**src/tcw_pkg.sv**
```systemverilog
// ----------------------------------------------------------------------------
// tcw_pkg
// Types and constants of the text console writer.
// ----------------------------------------------------------------------------
package tcw_pkg;

   localparam logic [7:0] NEWLINE_CODE = 8'd10;
   localparam logic [7:0] SPACE_CODE   = 8'd32;
   localparam logic [7:0] COLOR_RESET  = 8'h07;

   localparam int QUEUE_DEPTH = 2;
   localparam int QPTR_W      = $clog2(QUEUE_DEPTH);
   localparam int QCNT_W      = $clog2(QUEUE_DEPTH + 1);

   typedef enum logic [1:0] {
      OP_PUT   = 2'd0,
      OP_CLEAR = 2'd1,
      OP_READ  = 2'd2,
      OP_NONE  = 2'd3
   } op_type;

   typedef enum logic [2:0] {
      KIND_PUT,
      KIND_NEWLINE,
      KIND_CLEAR,
      KIND_READ,
      KIND_NOP
   } kind_type;

   typedef struct packed {
      kind_type   kind;
      logic [7:0] ch;
      logic [4:0] row;
      logic [6:0] col;
   } cmd_type;

   // first field in the highest bits
   typedef struct packed {
      logic       scrolled;
      logic [7:0] read_color;
      logic [7:0] read_char;
      logic [6:0] cursor_col;
      logic [4:0] cursor_row;
   } rsp_type;

   typedef enum logic [1:0] {
      ST_IDLE,
      ST_READ,
      ST_SCROLL,
      ST_FILL
   } state_type;

endpackage

```
**src/tcw_front.sv**
```systemverilog
// ----------------------------------------------------------------------------
// tcw_front
// Accepts request transactions and classifies them into engine commands.
// ----------------------------------------------------------------------------
module tcw_front
   import tcw_pkg::*;
#(
   parameter int COLUMNS = 80,
   parameter int ROWS    = 25
) (
   input  logic        req_tvalid,
   output logic        req_tready,
   input  logic [23:0] req_tdata,   // char_code, cell_row, cell_col, zero pad
   input  logic [1:0]  req_tuser,   // op
   input  logic        q_ready,
   input  logic        init_busy,
   output logic        q_push,
   output cmd_type     q_cmd
);

   logic [7:0] char_code;
   logic [4:0] cell_row;
   logic [6:0] cell_col;
   logic       in_range;

   assign char_code = req_tdata[7:0];
   assign cell_row  = req_tdata[12:8];
   assign cell_col  = req_tdata[19:13];

   // no transactions while the store is being cleared after reset
   assign req_tready = q_ready && !init_busy;
   assign q_push     = req_tvalid && req_tready;

   assign in_range = (32'(cell_row) < ROWS) && (32'(cell_col) < COLUMNS);

   always_comb begin
      q_cmd.ch  = char_code;
      q_cmd.row = cell_row;
      q_cmd.col = cell_col;
      unique case (op_type'(req_tuser))
         OP_PUT:   q_cmd.kind = (char_code == NEWLINE_CODE) ? KIND_NEWLINE : KIND_PUT;
         OP_CLEAR: q_cmd.kind = KIND_CLEAR;
         OP_READ:  q_cmd.kind = in_range ? KIND_READ : KIND_NOP;
         OP_NONE:  q_cmd.kind = KIND_NOP;
         default:  q_cmd.kind = KIND_NOP;
      endcase
   end

endmodule

```
**config.mk**
```make
export PLATFORM = sky130hd
export DESIGN_NAME = tcw_front
export DESIGN_NICKNAME = d
export VERILOG_FILES = /design/src/tcw_pkg.sv /design/src/tcw_front.sv
export SDC_FILE = /design/constraint.sdc
export NUM_CORES = 1
export LEC_CHECK = 0
export ABC_CLOCK_PERIOD_IN_PS = 800
export BUFFER_PORTS_ARGS = -buffer_cell sky130_fd_sc_hd__buf_2
export CORE_AREA = 2 2 39 41
export DETAILED_ROUTE_END_ITERATION = 16
export DIE_AREA = 0 0 41 43
export GPL_TIMING_DRIVEN = 1
export PLACE_DENSITY_LB_ADDON = 0.12
export SLEW_MARGIN = 10
export SYNTH_ARGS = -nofsm -noshare
export SYNTH_HDL_FRONTEND = slang
export SYNTH_SLANG_ARGS = --single-unit
```
**constraint.sdc**
```tcl
create_clock -name vclk -period 0.8
set_input_delay 0.04 -clock vclk [all_inputs]
set_output_delay 0.04 -clock vclk [all_outputs]
set_load 0.02 [all_outputs]
```
# Word level (Yosys, flattened, before mapping)
# Index checks and enable logic that the tools add are counted.
dict set report totals {
  regBits 0
  latchBits 0
  ram_bits 0
  rom_bits 0
  out_inout_bits 25
  word_cells 14
  mem_count 0
}
dict set report op_classes {
  n_addsub 0
  n_mul 0
  div_mod_pow 0
  magnitude_cmp 2
  eq_ne 4
  shifts 0
  muxes 3
  bitwise_logic 0
  n_reduce_logical 5
}
# op n
set op_table {}
lappend op_table {{one-hot mux 3 bit (4 select lines)} 1}
lappend op_table {{== test 8 x 4 -> 1 bit (second input constant)} 1}
lappend op_table {{< comparator 7 bit (second input constant)} 1}
lappend op_table {{< comparator 5 bit (second input constant)} 1}
lappend op_table {{== test 2 bit (second input constant)} 2}
lappend op_table {{logical AND 1 bit} 3}
lappend op_table {{2-to-1 mux 3 bit} 1}
lappend op_table {{== test 2 x 1 -> 1 bit (second input constant)} 1}
lappend op_table {{zero test 2 bit} 1}
lappend op_table {{zero test 1 bit} 1}
lappend op_table {{2-to-1 mux 1 bit} 1}

# Depth between registers and ports, before layout
dict set report depth {
  ltp_word 4
  depth_mapped 3
  ltp_nobuf 3
}

# Worst setup path after synthesis
# Ideal clock, no wire load.
dict set report synth_timing {
  path_kind {input to output}
  startpoint {input req_tdata[10]}
  endpoint {output q_cmd[21] in the netlist's numbering}
  arrival_time_ns 0.701
  required_ns 0.760
  path_slack_ns 0.059
  stages 3
  path_buffers 0
  cell_sequence {o311ai_2 -> nand4_1 -> o21ai_0}
}
# element line
set synth_rtl {}
lappend synth_rtl {{start: declaration} tcw_front.sv:13} ;# input logic [23:0] req_tdata,
lappend synth_rtl {{end: declaration} tcw_front.sv:18} ;# output cmd_type q_cmd

==> impl_metrics.env <==
export IMPL_io_pins=54
export IMPL_layout_clock_buffers=0
export IMPL_crit_path_max_fanout=2
export IMPL_cts_hold_repair_buffers=0
export IMPL_number_of_global_route_vias_before_repair=180
export IMPL_power_leakage_nw=0.222
export IMPL_fmaxAchievable_mhz=1180
export IMPL_worst_slew_pin_slew_ns=0.241
export IMPL_endpoint="q_cmd[21]"
export IMPL_netlist_instances=34
export IMPL_route_vias_total=279
export IMPL_post_synth_cell_area_avg_um2=7.03
export IMPL_worst_slack_ns=-0.0500
export IMPL_grt_first_pass_wirelength_um=731
export IMPL_grt_usage_pct=5.59
export IMPL_total_detailed_routing_wirelength_um=702
export IMPL_floorplan_row_count=14
export IMPL_viasPerCell=3.82
export IMPL_number_of_antenna_cells_inserted=0
export IMPL_period_share_pct=106
export IMPL_design_die_area_mm2=0.00176
export IMPL_cp_data_arrival_time_ns=0.81
export IMPL_synth_cell_type_count=12
export IMPL_timing_critical_path_from="req_tdata[8]"
export IMPL_timing_slew_headroom_pct=83.7
export IMPL_drt_drc_violations_left=0
export IMPL_seqCellArea_um2=0
export IMPL_report_final_slew_viol_count=0
export IMPL_synth_compound_area_share_pct=13.6
export IMPL_worstPathRequired_ns=0.76
export IMPL_grt_max_degree=4
export IMPL_initial_core_util_pct=17.3
export IMPL_worst_setup_path_end_kind="primary output"
export IMPL_post_synthesis_instance_area_um2=239
export IMPL_peakVddDrop_mv=0.161
export IMPL_fp_dieW_um=41
export IMPL_seq_area_frac_synth_pct=0
export IMPL_synthSimpleGateAreaFrac_pct=20.4
export IMPL_synth_warnings=0
export IMPL_fill_cells=162
export IMPL_critical_path_class="in2out"
export IMPL_post_synthesis_net_count=63
export IMPL_fin_crit_ns=0.850
export IMPL_detail_route_first_pass_iterations=1
export IMPL_port_buffer_count=42
export IMPL_status="finished, violations left"
export IMPL_share_of_cell_area_taken_by_muxes_after_synthesis_pct=0
export IMPL_wl_per_cell_um=9.62
export IMPL_report_final_hold_viol_count=0
export IMPL_timing_hold_ws_ns=0.0800
export IMPL_cp_start_kind="input port"
export IMPL_layout_drive_gt1_share_pct=78.9
export IMPL_violated_checks="setup timing"
export IMPL_setup_viol_count_final=2
export IMPL_place_hpwl_um=573
export IMPL_largest_family_of_logic_cells_by_synthesized_area="buffers and inverters"
export IMPL_power_density_mw_per_mm2=661
export IMPL_synth_fa_ha_area_share_pct=0
export IMPL_antenna_found_initial=0
export IMPL_areaGrowthSynthToFinish_pct=56.0
export IMPL_final_util_pct=26.9
export IMPL_grt_setup_unrepaired="yes"
export IMPL_kind_of_path_behind_the_tightest_hold_check="in2out"
export IMPL_die_y_um=43
export IMPL_gp_congestion=0.581
export IMPL_cap_viol_max_count=0
export IMPL_synth_xor_area_share_pct=0
export IMPL_drt_iter0_drc=0
export IMPL_fp_coreArea_mm2=0.00138
export IMPL_postRouteAntennaNets=0
export IMPL_nets=88
export IMPL_sequential_cell_total=0
export IMPL_globalRouteOverflowTotal=0
[cells in the final DEF (no fill, tap or decap), drive strengths merged]
| cell type | n |
|---|---|
| buf | 43 |
| inv | 2 |
| o21ai | 2 |
| nor4b | 2 |
| o311ai | 1 |
| a31oi | 1 |
| nand4 | 1 |
| nor2 | 1 |
| nand3 | 1 |
| nand2 | 1 |
| nor2b | 1 |
| and2 | 1 |
[Yosys cell counts]
cell type	n	share of area (%)
a31oi_1	1	2.6
and2_1	1	2.6
buf_4	20	63
inv_1	2	3.1
nand2_1	1	1.6
nand3_1	1	2.1
nand4_1	1	2.6
nor2_1	1	1.6
nor2b_1	1	2.6
nor4b_1	2	7.3
o21ai_0	2	4.2
o311ai_2	1	6.8
[stage by stage]
step / TNS [ns] / std cells / instance area (um2) / worst slack, ns / power, W
floorplan: 0 / 34 / 239 / 0.0588 / 0.000189
global placement: -0.177 / 73 / 327 / -0.110 / 0.000220
detailed placement: -0.195 / 73 / 327 / -0.122 / 0.000219
CTS: -0.0730 / 73 / 364 / -0.0533 / 0.000241
global route: -0.170 / 73 / 373 / -0.108 / 0.000265
finish: -0.0613 / 73 / 373 / -0.0500 / 0.000247
[area by class of cell]
cell class	instances	area, um2	share of cell area (%)
Timing Repair Buffer	43	239	64.1
Inverter	2	7.51	2.01
Multi-Input combinational cell	12	106	28.5
Tap cell	16	20.0	5.37
[worst max-delay path, stage by stage]
cell and delay, ns:
buf_6 0.10, o311ai_4 0.28, nand4_1 0.13, o21ai_1 0.11, buf_4 0.16
[routing by layer]
| layer | up-vias | track usage (%) | share of wire, % |
|---|---|---|---|
| met5 | - | 0 | 0 |
| met2 | 22 | 10.9 | 57 |
| met4 | 0 | 0 | 0 |
| li1 | 142 | - | - |
| met1 | 115 | 5.38 | 28 |
| met3 | 0 | 2.09 | 15 |
[logic make-up (layout without fill, tap and decap cells)]
kind of cell,after synthesis,after routing
buffers and inverters,22,45
AOI/OAI and AO/OA,4,4
and+or+nand+nor,8,8
[worst min-delay path by stage]
stage	cells past startpoint	slack, ns	from	end
after global routing	0	0.08	req_tdata[15]	q_cmd[2]
after detailed placement	0	0.08	req_tdata[15]	q_cmd[2]
after global placement	0	0.08	req_tdata[15]	q_cmd[2]
final	0	0.08	req_tdata[15]	q_cmd[2]
after CTS	0	0.08	req_tdata[15]	q_cmd[2]
after floorplan	1	0.16	init_busy	req_tready
[where the power goes]
group          internal, W  switching (W)
logic             0.000107       0.000140
clock network            0              0
registers                0              0
[repair_timing]
action | in CTS | in global routing
pin swaps | 3 | 0
endpoints found under the setup margin | 2 | 2
buffers inserted | 0 | 0
hold endpoints to repair | 0 | 0
gates cloned | 0 | 0
resized for setup | 8 | 2
(Power assumes the default switching activity.)
