==> config.mk <==
export PLATFORM = sky130hd
export DESIGN_NAME = tcw_queue
export DESIGN_NICKNAME = d
export VERILOG_FILES = /design/src/tcw_pkg.sv /design/src/tcw_queue.sv
export SDC_FILE = /design/constraint.sdc
export NUM_CORES = 1
export LEC_CHECK = 0
export ABC_AREA = 1
export BUFFER_PORTS_ARGS = -buffer_cell sky130_fd_sc_hd__buf_4
export CORE_MARGIN = 5
export CORE_UTILIZATION = 35
export DETAILED_ROUTE_END_ITERATION = 8
export MAX_ROUTING_LAYER = met4
export PLACE_DENSITY = 0.59
export SLEW_MARGIN = 20
export SYNTH_ARGS = -nofsm -noshare
export SYNTH_HDL_FRONTEND = slang
export SYNTH_SLANG_ARGS = --single-unit
==> constraint.sdc <==
create_clock -name clock -period 2.1 [get_ports clock]
set_input_delay 0.315 -clock clock [delete_from_list [all_inputs] [get_ports clock]]
set_output_delay 0.315 -clock clock [all_outputs]
set_load 0.01 [all_outputs]
==> src/tcw_pkg.sv <==
// ----------------------------------------------------------------------------
// tcw_pkg
// Types and constants of the text console writer.
// ----------------------------------------------------------------------------
package tcw_pkg;

   localparam logic [7:0] NEWLINE_CODE = 8'd10;
   localparam logic [7:0] SPACE_CODE   = 8'd32;
   localparam logic [7:0] COLOR_RESET  = 8'h07;

   localparam int QUEUE_DEPTH = 2;
   localparam int QPTR_W      = $clog2(QUEUE_DEPTH);
   localparam int QCNT_W      = $clog2(QUEUE_DEPTH + 1);

   typedef enum logic [1:0] {
      OP_PUT   = 2'd0,
      OP_CLEAR = 2'd1,
      OP_READ  = 2'd2,
      OP_NONE  = 2'd3
   } op_type;

   typedef enum logic [2:0] {
      KIND_PUT,
      KIND_NEWLINE,
      KIND_CLEAR,
      KIND_READ,
      KIND_NOP
   } kind_type;

   typedef struct packed {
      kind_type   kind;
      logic [7:0] ch;
      logic [4:0] row;
      logic [6:0] col;
   } cmd_type;

   // first field in the highest bits
   typedef struct packed {
      logic       scrolled;
      logic [7:0] read_color;
      logic [7:0] read_char;
      logic [6:0] cursor_col;
      logic [4:0] cursor_row;
   } rsp_type;

   typedef enum logic [1:0] {
      ST_IDLE,
      ST_READ,
      ST_SCROLL,
      ST_FILL
   } state_type;

endpackage

==> src/tcw_queue.sv <==
// ----------------------------------------------------------------------------
// tcw_queue
// Short command queue between the front and the engine.
// ----------------------------------------------------------------------------
module tcw_queue
   import tcw_pkg::*;
(
   input  logic    clock,
   input  logic    reset,
   input  logic    push,
   input  cmd_type push_cmd,
   output logic    push_ready,
   output logic    pop_valid,
   output cmd_type pop_cmd,
   input  logic    pop
);

   cmd_type             entry_ff [QUEUE_DEPTH];
   logic [QPTR_W-1:0]   wr_ptr_ff, wr_ptr_in;
   logic [QPTR_W-1:0]   rd_ptr_ff, rd_ptr_in;
   logic [QCNT_W-1:0]   count_ff, count_in;
   logic                do_push, do_pop;

   localparam logic [QPTR_W-1:0] PTR_LAST = QPTR_W'(QUEUE_DEPTH - 1);

   assign push_ready = count_ff != QCNT_W'(QUEUE_DEPTH);
   assign pop_valid  = count_ff != '0;
   assign pop_cmd    = entry_ff[rd_ptr_ff];
   assign do_push    = push && push_ready;
   assign do_pop     = pop && pop_valid;

   always_comb begin
      wr_ptr_in = wr_ptr_ff;
      rd_ptr_in = rd_ptr_ff;
      count_in  = count_ff;
      if (do_push) begin
         wr_ptr_in = (wr_ptr_ff == PTR_LAST) ? '0 : wr_ptr_ff + 1'b1;
      end
      if (do_pop) begin
         rd_ptr_in = (rd_ptr_ff == PTR_LAST) ? '0 : rd_ptr_ff + 1'b1;
      end
      if (do_push && !do_pop) begin
         count_in = count_ff + 1'b1;
      end else if (do_pop && !do_push) begin
         count_in = count_ff - 1'b1;
      end
   end

   always_ff @(posedge clock) begin
      if (reset) begin
         wr_ptr_ff <= '0;
         rd_ptr_ff <= '0;
         count_ff  <= '0;
      end else begin
         wr_ptr_ff <= wr_ptr_in;
         rd_ptr_ff <= rd_ptr_in;
         count_ff  <= count_in;
      end
   end

   always_ff @(posedge clock) begin
      if (do_push) begin
         entry_ff[wr_ptr_ff] <= push_cmd;
      end
   end

endmodule

Yosys cells after proc, flatten, opt, wreduce, memory -nomap -nowiden. Memories as Yosys holds them, arrays and structs flattened. A register that Yosys moved wholly into a read port is not among the register bits. Cells that the tools add are included.

Add/sub/neg operators: 4. Eq/ne operators: 1. Muxes and demuxes: 8. Reductions and logical operators: 8.

Operators with widths (count): $mux 1 (6); $logic_and 1x1->1 (4); $mux 2 (2); $reduce_bool 2->1 (2); $add 1x1->1 const B (2); $add 2x1->2 const B (1); $logic_not 1->1 (2); $ne 2x2->1 const B (1); $sub 2x1->2 const B (1).

Register bits: 4. RAM bits: 46. Input port bits: 27. Memories: 1.

Memory list: entry_ff (depth 2, bits a word 23, read ports 1, clocked after memory_dff 1, write ports 1, RTL line tcw_queue.sv:18) `cmd_type entry_ff [QUEUE_DEPTH];`.

Depth between registers and ports, before layout. Gate-level depths: netlist of the first run.

Word-level depth: 6. Mapped depth: 11. Gate-level depth less buffers: 11.

Least setup slack after synthesis of the first run. Ideal clock, no wire load.

Path type: flip-flop to flip-flop. From: reg count_ff[0]. To: mem entry_ff[1][0] in the netlist's numbering (enable). Setup time: 403 ps. Data arrival time: 1594 ps. Data required time: 1697 ps. Slack: 103 ps. Cell stages (with the launch flop): 5. Path buffers: 0. Period minus slack after synthesis: 1997 ps. Cell sequence: dfxtp_1 -> inv_1 -> nand2_1 -> nand2_1 -> nor2_1.

Longest elaborated chain between the ends: 4.

Ends and longest elaborated chain: start, declared (RTL line tcw_queue.sv:21) `logic [QCNT_W-1:0] count_ff, count_in;`; start signal, assigned (RTL line tcw_queue.sv:57) `count_ff <= count_in;`; $ne 2x2->1 (RTL line tcw_queue.sv:26) `assign push_ready = count_ff != QCNT_W'(QUEUE_DEPTH);`; net push_ready (RTL line tcw_queue.sv:12) `output logic push_ready,`; $logic_and 1x1->1 (RTL line tcw_queue.sv:29) `assign do_push = push && push_ready;`; $mux 1 (RTL line tcw_queue.sv:62) `if (do_push) begin`; $mux 1 (not written as such) (RTL line tcw_queue.sv:63) `entry_ff[wr_ptr_ff] <= push_cmd;`; end, declared (RTL line tcw_queue.sv:18).

The timed path passes the listed nets, and every way through them passes these cells.

==> results of run 1 <==
metal layers:
metal / global-route usage (%) / vias to the layer above / part of all wire (%)
met4: 2.63 / 0 / 0.59
met3: 3.95 / 5 / 6.6
met2: 17.4 / 38 / 52
li1: - / 518 / -
met5: - / - / 0
met1: 11.6 / 528 / 41
per-stage QoR:
step / hold slack [ns] / total power (µW)
after floorplan: 0.414 / 1810
after global placement: 0.483 / 2160
after detailed placement: 0.503 / 2190
after CTS: 0.195 / 2830
after global routing: 0.181 / 2950
final: 0.206 / 2780
worst paths after layout:
kind | startpoint | end | slack (ns) | cells after the start
worst max-delay path | register | pop_cmd[16] | 0.44 | 3
worst min-delay path | push_cmd[8] | entry_ff[1][8] | 0.21 | 1
worst max register to register | count_ff[0] | count_ff[1] | 0.61 | 9
worst min register to register | wr_ptr_ff | wr_ptr_ff | 0.52 | 2
synthesized netlist by cell type:
cell type,count,area [µm²]
a21oi_1,2,10.0
buf_6,2,22.5
dfxtp_1,5,100
edfxtp_1,46,1380
ha_1,1,12.5
inv_1,8,30.0
mux2_2,23,259
nand2_1,9,33.8
nand3_1,2,10.0
nand4_1,1,6.26
nor2_1,7,26.3
o21ai_0,2,10.0
critical path, delay by kind of cell (launching register included):
kind | cells | cell delay [ns]
mux | 1 | 0.37
flops | 1 | 0.34
buf+inv | 2 | 0.36
flip-flops by register name, summed over array words and instances (netlist names), named ones only:
register and cells:
count_ff 2, rd_ptr_ff 1, wr_ptr_ff 1, entry_ff 46
cells by family after synthesis:
logic type | after synthesis | share of synthesized area (%)
AO/OA/AOI/OAI | 4 | 1.05
adder cells (fa/ha/maj) | 1 | 0.658
buffers and inverters | 10 | 2.76
flip-flops | 51 | 77.9
multiplexers | 23 | 13.6
AND/OR/NAND/NOR | 19 | 4.01
cell type report:
type	count	share of cell area (%)
clock inverters	1	1.20
clock buffers	7	3.05
inverters	8	1.20
multi-input cells	47	14.9
repair buffers	57	17.1
flip-flops and latches	51	59.1
well taps	70	3.49
placed cells by master (no fill, tap or decap):
| master | synthesis | final |
|---|---|---|
| a21oi_1 | 2 | 2 |
| inv_1 | 8 | 8 |
| nand2_1 | 9 | 9 |
| edfxtp_1 | 46 | 46 |
| o21ai_0 | 2 | 2 |
| clkbuf_1 | 0 | 2 |
| nand4_1 | 1 | 1 |
| ha_1 | 1 | 1 |
| nand3_1 | 2 | 2 |
| clkbuf_8 | 0 | 5 |
| dfxtp_1 | 5 | 5 |
| buf_4 | 0 | 57 |
| nor2_1 | 7 | 5 |
| mux2_2 | 23 | 23 |
| bufinv_16 | 0 | 1 |
| nor2_2 | 0 | 2 |
power groups by stage:
stage / clock (µW) / sequential (µW) / combinational [µW]
global route: 705 / 1340 / 903
detailed placement: 0 / 1350 / 836
CTS: 658 / 1330 / 840
finish: 632 / 1330 / 821
floorplan: 0 / 1350 / 461
global placement: 0 / 1340 / 816
==> flow_metrics.tcl, run 1 <==
set metrics [dict create \
    status "finished clean" \
    wl_um 3370 \
    clkPwrFrac_pct 22.7 \
    slowest_stage "mux2_2" \
    design.core.area_mm2 0.00520 \
    dieHeight_um 83.7 \
    cts_tree "done" \
    grt_overflow_total 0 \
    path_class "register to output pin" \
    die_w_um 83.7 \
    worst_path_most_repeated_cell "buf_4" \
    slew_violations 0 \
    cp.arrival_ns 1.34 \
    vias_per_cell 4.52 \
    relSlewSlack_pct 88.3 \
    design_area_mm2 0.00251 \
    hold_class "input pin to register" \
    cellPowerDensity_mw_per_mm2 1110 \
    postCtsHoldBufs 0 \
    num_rows 26 \
    fill_cells 492 \
    worstMarginPinSlew_ns 0.175 \
    clock_path_buffers 2 \
    insertedDiodeCount 0 \
    drtPass1Iterations 4 \
    period_needed_ns 1.66 \
    setup_slack_ns 0.442 \
    end_kind "output pin" \
    seqPwrFrac_pct 47.7 \
    p_sw_uw 726 \
    root_buffer "clkbuf_8" \
    fin_crit_sh_pct 78.9 \
    wl_per_cell_um 14.0 \
    port_buffers 51 \
    fin_nets 198 \
    ant_nets 0 \
    clock-sinks 51 \
    finalHoldViolCount 0 \
    p_int_uw 2050 \
    drt_iter0_markers 22 \
    p_leak_uw 0.000973 \
    final_cells 241 \
    cp_max_fo 12 \
    synthToLayoutAreaGrowth_pct 31.8 \
    synth_cells 108 \
    combPwrFrac_pct 29.5 \
    pre_cts_ws_ns 0.641 \
    switching_share_pct 26.1 \
    insertion_delay_ns 0.29 \
    syn-num-nets 136 \
    synth_cell_types 12 \
    multi_input_area_um2 373 \
    drt_drc_violations_left 0 \
    synthesis.area_mm2 0.00190 \
    syn_area_per_cell_um2 17.6 \
    via_count 1089 \
    seq_area_mm2 0.00148 \
    hpwl_um 2560 \
    cts_setup_buffers 0 \
    antenna_found_initial 0 \
    start_kind "register" \
    tns_ns 0 \
    timing.fmax_mhz 603 \
    cp.required_ns 1.78 \
    crit_chain "buf_4 > mux2_2 > buf_4" \
    final_util_pct 48.1 \
    ys_seq_area_share_pct 77.9 \
    cts.clk_slew.worst_paths_ns 0.08 \
    synth_seq_cells 51 \
    grt_pass1_wl_um 5550 \
    htreeDepth 2 \
    max_stage_delay_ns 0.37 \
    rsz0062_at_grt "false" \
    dp_cells 233 \
    grt_usage_pct 10.3 \
    gp_congestion 0.715 \
    cts_resized 0 \
    cts_inserted_buffers 5 \
    fin_skew_ns 0.00462 \
    grt_pass1_vias 1179 \
    placed_cell_area_mm2 0.00240 \
    grt_max_degree 16 \
    dieArea_mm2 0.00701 \
    layout-drive-gt1-share_pct 51.5 \
    drv_cap 0 \
    start_util_pct 36.5 \
    ys_warn_count 0 \
    setup-violations-final 0 \
    ir_worst_vdd_v 0.000507 \
    pin_count 52 \
]
Power figures use the tool's default switching activity.
==> run 2, diff against run 1 <==
ABC_AREA = 0   (was 1)
clock period = 1.6 ns   (was 2.1 ns; I/O delays follow)
==> run 2 against run 1 <==
Effect of this change:
- power up 31%
- sequential cell count unchanged
- clock power up 9.8%
- utilization up 0.80 points
- final cell count down 4.6%
- non-clock buffer count up 2
- hold slack worse by 0.082 ns
- routed wire length up 4.4%
- synthesized area down 1.5%
- critical path depth unchanged
- largest power group unchanged
- highest routed layer unchanged
==> flow_metrics.tcl, run 2 <==
set metrics [dict create \
    grt_pass1_wl_um 5500 \
    worstMarginPinSlew_ns 0.305 \
    ys_warn_count 0 \
    path_class "register to output pin" \
    synthToLayoutAreaGrowth_pct 34.3 \
    end_kind "output pin" \
    cp.required_ns 1.36 \
    cp.arrival_ns 1.31 \
    insertedDiodeCount 0 \
    wl_um 3520 \
    synth_common_cells "edfxtp_1, mux2_2, dfxtp_1" \
    root_buffer "clkbuf_8" \
    final_cell_mix "buf_4, edfxtp_1, mux2_2, clkbuf_8" \
    die_w_um 83.2 \
    tns_ns 0 \
    syn-num-nets 123 \
    ys_seq_area_share_pct 79.1 \
    drtPass1Iterations 3 \
    worst_path_most_repeated_cell "buf_4" \
    async_reset_ff_share_pct 0 \
    yosysTopAreaCell "edfxtp_1" \
    dieArea_mm2 0.00691 \
    layout-drive-gt1-share_pct 60.0 \
    htreeDepth 2 \
    grt_pass1_vias 1151 \
    mostFrequentLayoutCell "buf_4" \
    ant_nets 0 \
    synthFlopType "edfxtp_1" \
    insertion_delay_ns 0.29 \
    grt_overflow_total 0 \
    p_leak_uw 0.000950 \
    fin_crit_sh_pct 96.6 \
    cts_setup_buffers 0 \
    via_count 1036 \
    relSlewSlack_pct 79.5 \
    fin_nets 187 \
    crit_chain "buf_4 > mux2_2 > buf_4" \
    largest_register_ffs 46 \
    setup-violations-final 0 \
    slowest_stage "dfxtp_4" \
    yosysTopAreaCellShare_pct 73.7 \
    hpwl_um 2510 \
    antenna_found_initial 0 \
    port_buffers 51 \
    design.core.area_mm2 0.00514 \
    ir_worst_vdd_v 0.000606 \
    synth_most_common_cell "edfxtp_1" \
    drv_cap 0 \
    synthesis.area_mm2 0.00187 \
    reg_top3 "entry_ff: 46 flops, count_ff: 2 flops" \
    synth.area.top_cells "edfxtp_1, mux2_2, dfxtp_1" \
    regMostFlops "entry_ff" \
    gp_congestion 0.688 \
    slew_violations 0 \
    period_needed_ns 1.55 \
    drt_iter0_markers 48 \
    pin_count 52 \
    hold_class "input pin to register" \
    cellPowerDensity_mw_per_mm2 1450 \
    vias_per_cell 4.50 \
    clock-sinks 51 \
    start_kind "register" \
    grt_max_degree 16 \
    cp_max_fo 5 \
    dieHeight_um 83.2 \
    num_rows 26 \
    start_util_pct 36.4 \
    timing.fmax_mhz 647 \
    final_util_pct 49.0 \
    synth_edf_count 46 \
    fin_skew_ns 0.00417 \
    syn_area_per_cell_um2 19.7 \
    drt_drc_violations_left 0 \
    max_stage_delay_ns 0.38 \
    status "finished clean" \
    cts_tree "done" \
    finalHoldViolCount 0 \
    wl_per_cell_um 15.3 \
    synth_cell_types 17 \
    grt_usage_pct 10.5 \
    synth_seq_cells 51 \
    synth_cells 95 \
    cts.clk_slew.worst_paths_ns 0.09 \
    clock_path_buffers 2 \
    cts_inserted_buffers 5 \
]
## run 2: path summary, 6_finish.rpt
path	slack [ns]	endpoint	depth (start not counted)	from
worst max-delay path	0.05	pop_cmd[19]	3	register
worst min-delay path	0.12	entry_ff[1][17]	1	push_cmd[17]
worst min register to register	0.53	rd_ptr_ff	2	rd_ptr_ff
worst max register to register	0.10	count_ff[1]	6	count_ff[0]
## run 2: repair_timing
item                       4_1_cts  5_1_grt
cloned                           0        1
hold buffers                     0        0
setup endpoints to repair       19       24
gates resized for setup          1       11
pin swaps                        0        0
## run 2: power breakdown
group / internal, µW / switching (µW) / leakage [µW] / total [µW]
Sequential: 1680 / 79.2 / 0.000472 / 1760
Clock: 306 / 388 / 0.0000412 / 694
Combinational: 670 / 526 / 0.000437 / 1200
Total: 2650 / 994 / 0.000950 / 3650
## run 2: routing by layer
metal | share of wire, % | track usage [%]
met5 | 0 | -
met4 | 1.8 | 4.46
met3 | 4.3 | 3.17
met2 | 57 | 19.6
met1 | 37 | 9.78
## run 2: layout make-up
cell class,instances,area [µm²]
fill,480,2620
sequential,51,1490
timing repair buffer,59,459
multi-input combinational,41,394
tap,70,87.6
clock buffer,6,72.6
clock inverter,2,12.5
inverter,1,3.75
## run 2: logic make-up (layout without fill, tap and decap cells)
kind of cell | Yosys count | count (layout) | share of synthesized area, %
flip-flops | 51 | 51 | 79.1
multiplexers | 23 | 23 | 13.8
AND/OR/NAND/NOR | 9 | 9 | 2.67
AO/OA/AOI/OAI | 5 | 5 | 1.60
XOR/XNOR | 3 | 3 | 1.40
buffers and inverters | 3 | 68 | 0.735
adder cells (fa/ha/maj) | 1 | 1 | 0.668
## run 2: critical path: cells and delay by family (launching register included)
family	cells	cell delay [ns]
buffers and inverters	2	0.30
flip-flops	1	0.38
multiplexers	1	0.33
## run 2: metrics by stage
step | instances | instance area, µm² | hold WS (ns) | setup WS (ns) | total power (µW)
2_1_floorplan | 95 | 1870 | 0.309 | 0.0186 | 2360
3_3_place_gp | 221 | 2390 | 0.424 | 0.118 | 2880
3_5_place_dp | 221 | 2390 | 0.428 | 0.00317 | 2920
4_1_cts | 229 | 2470 | 0.113 | -0.0154 | 3620
5_1_grt | 230 | 2520 | 0.101 | -0.00127 | 3850
6_report | 230 | 2520 | 0.125 | 0.0536 | 3650
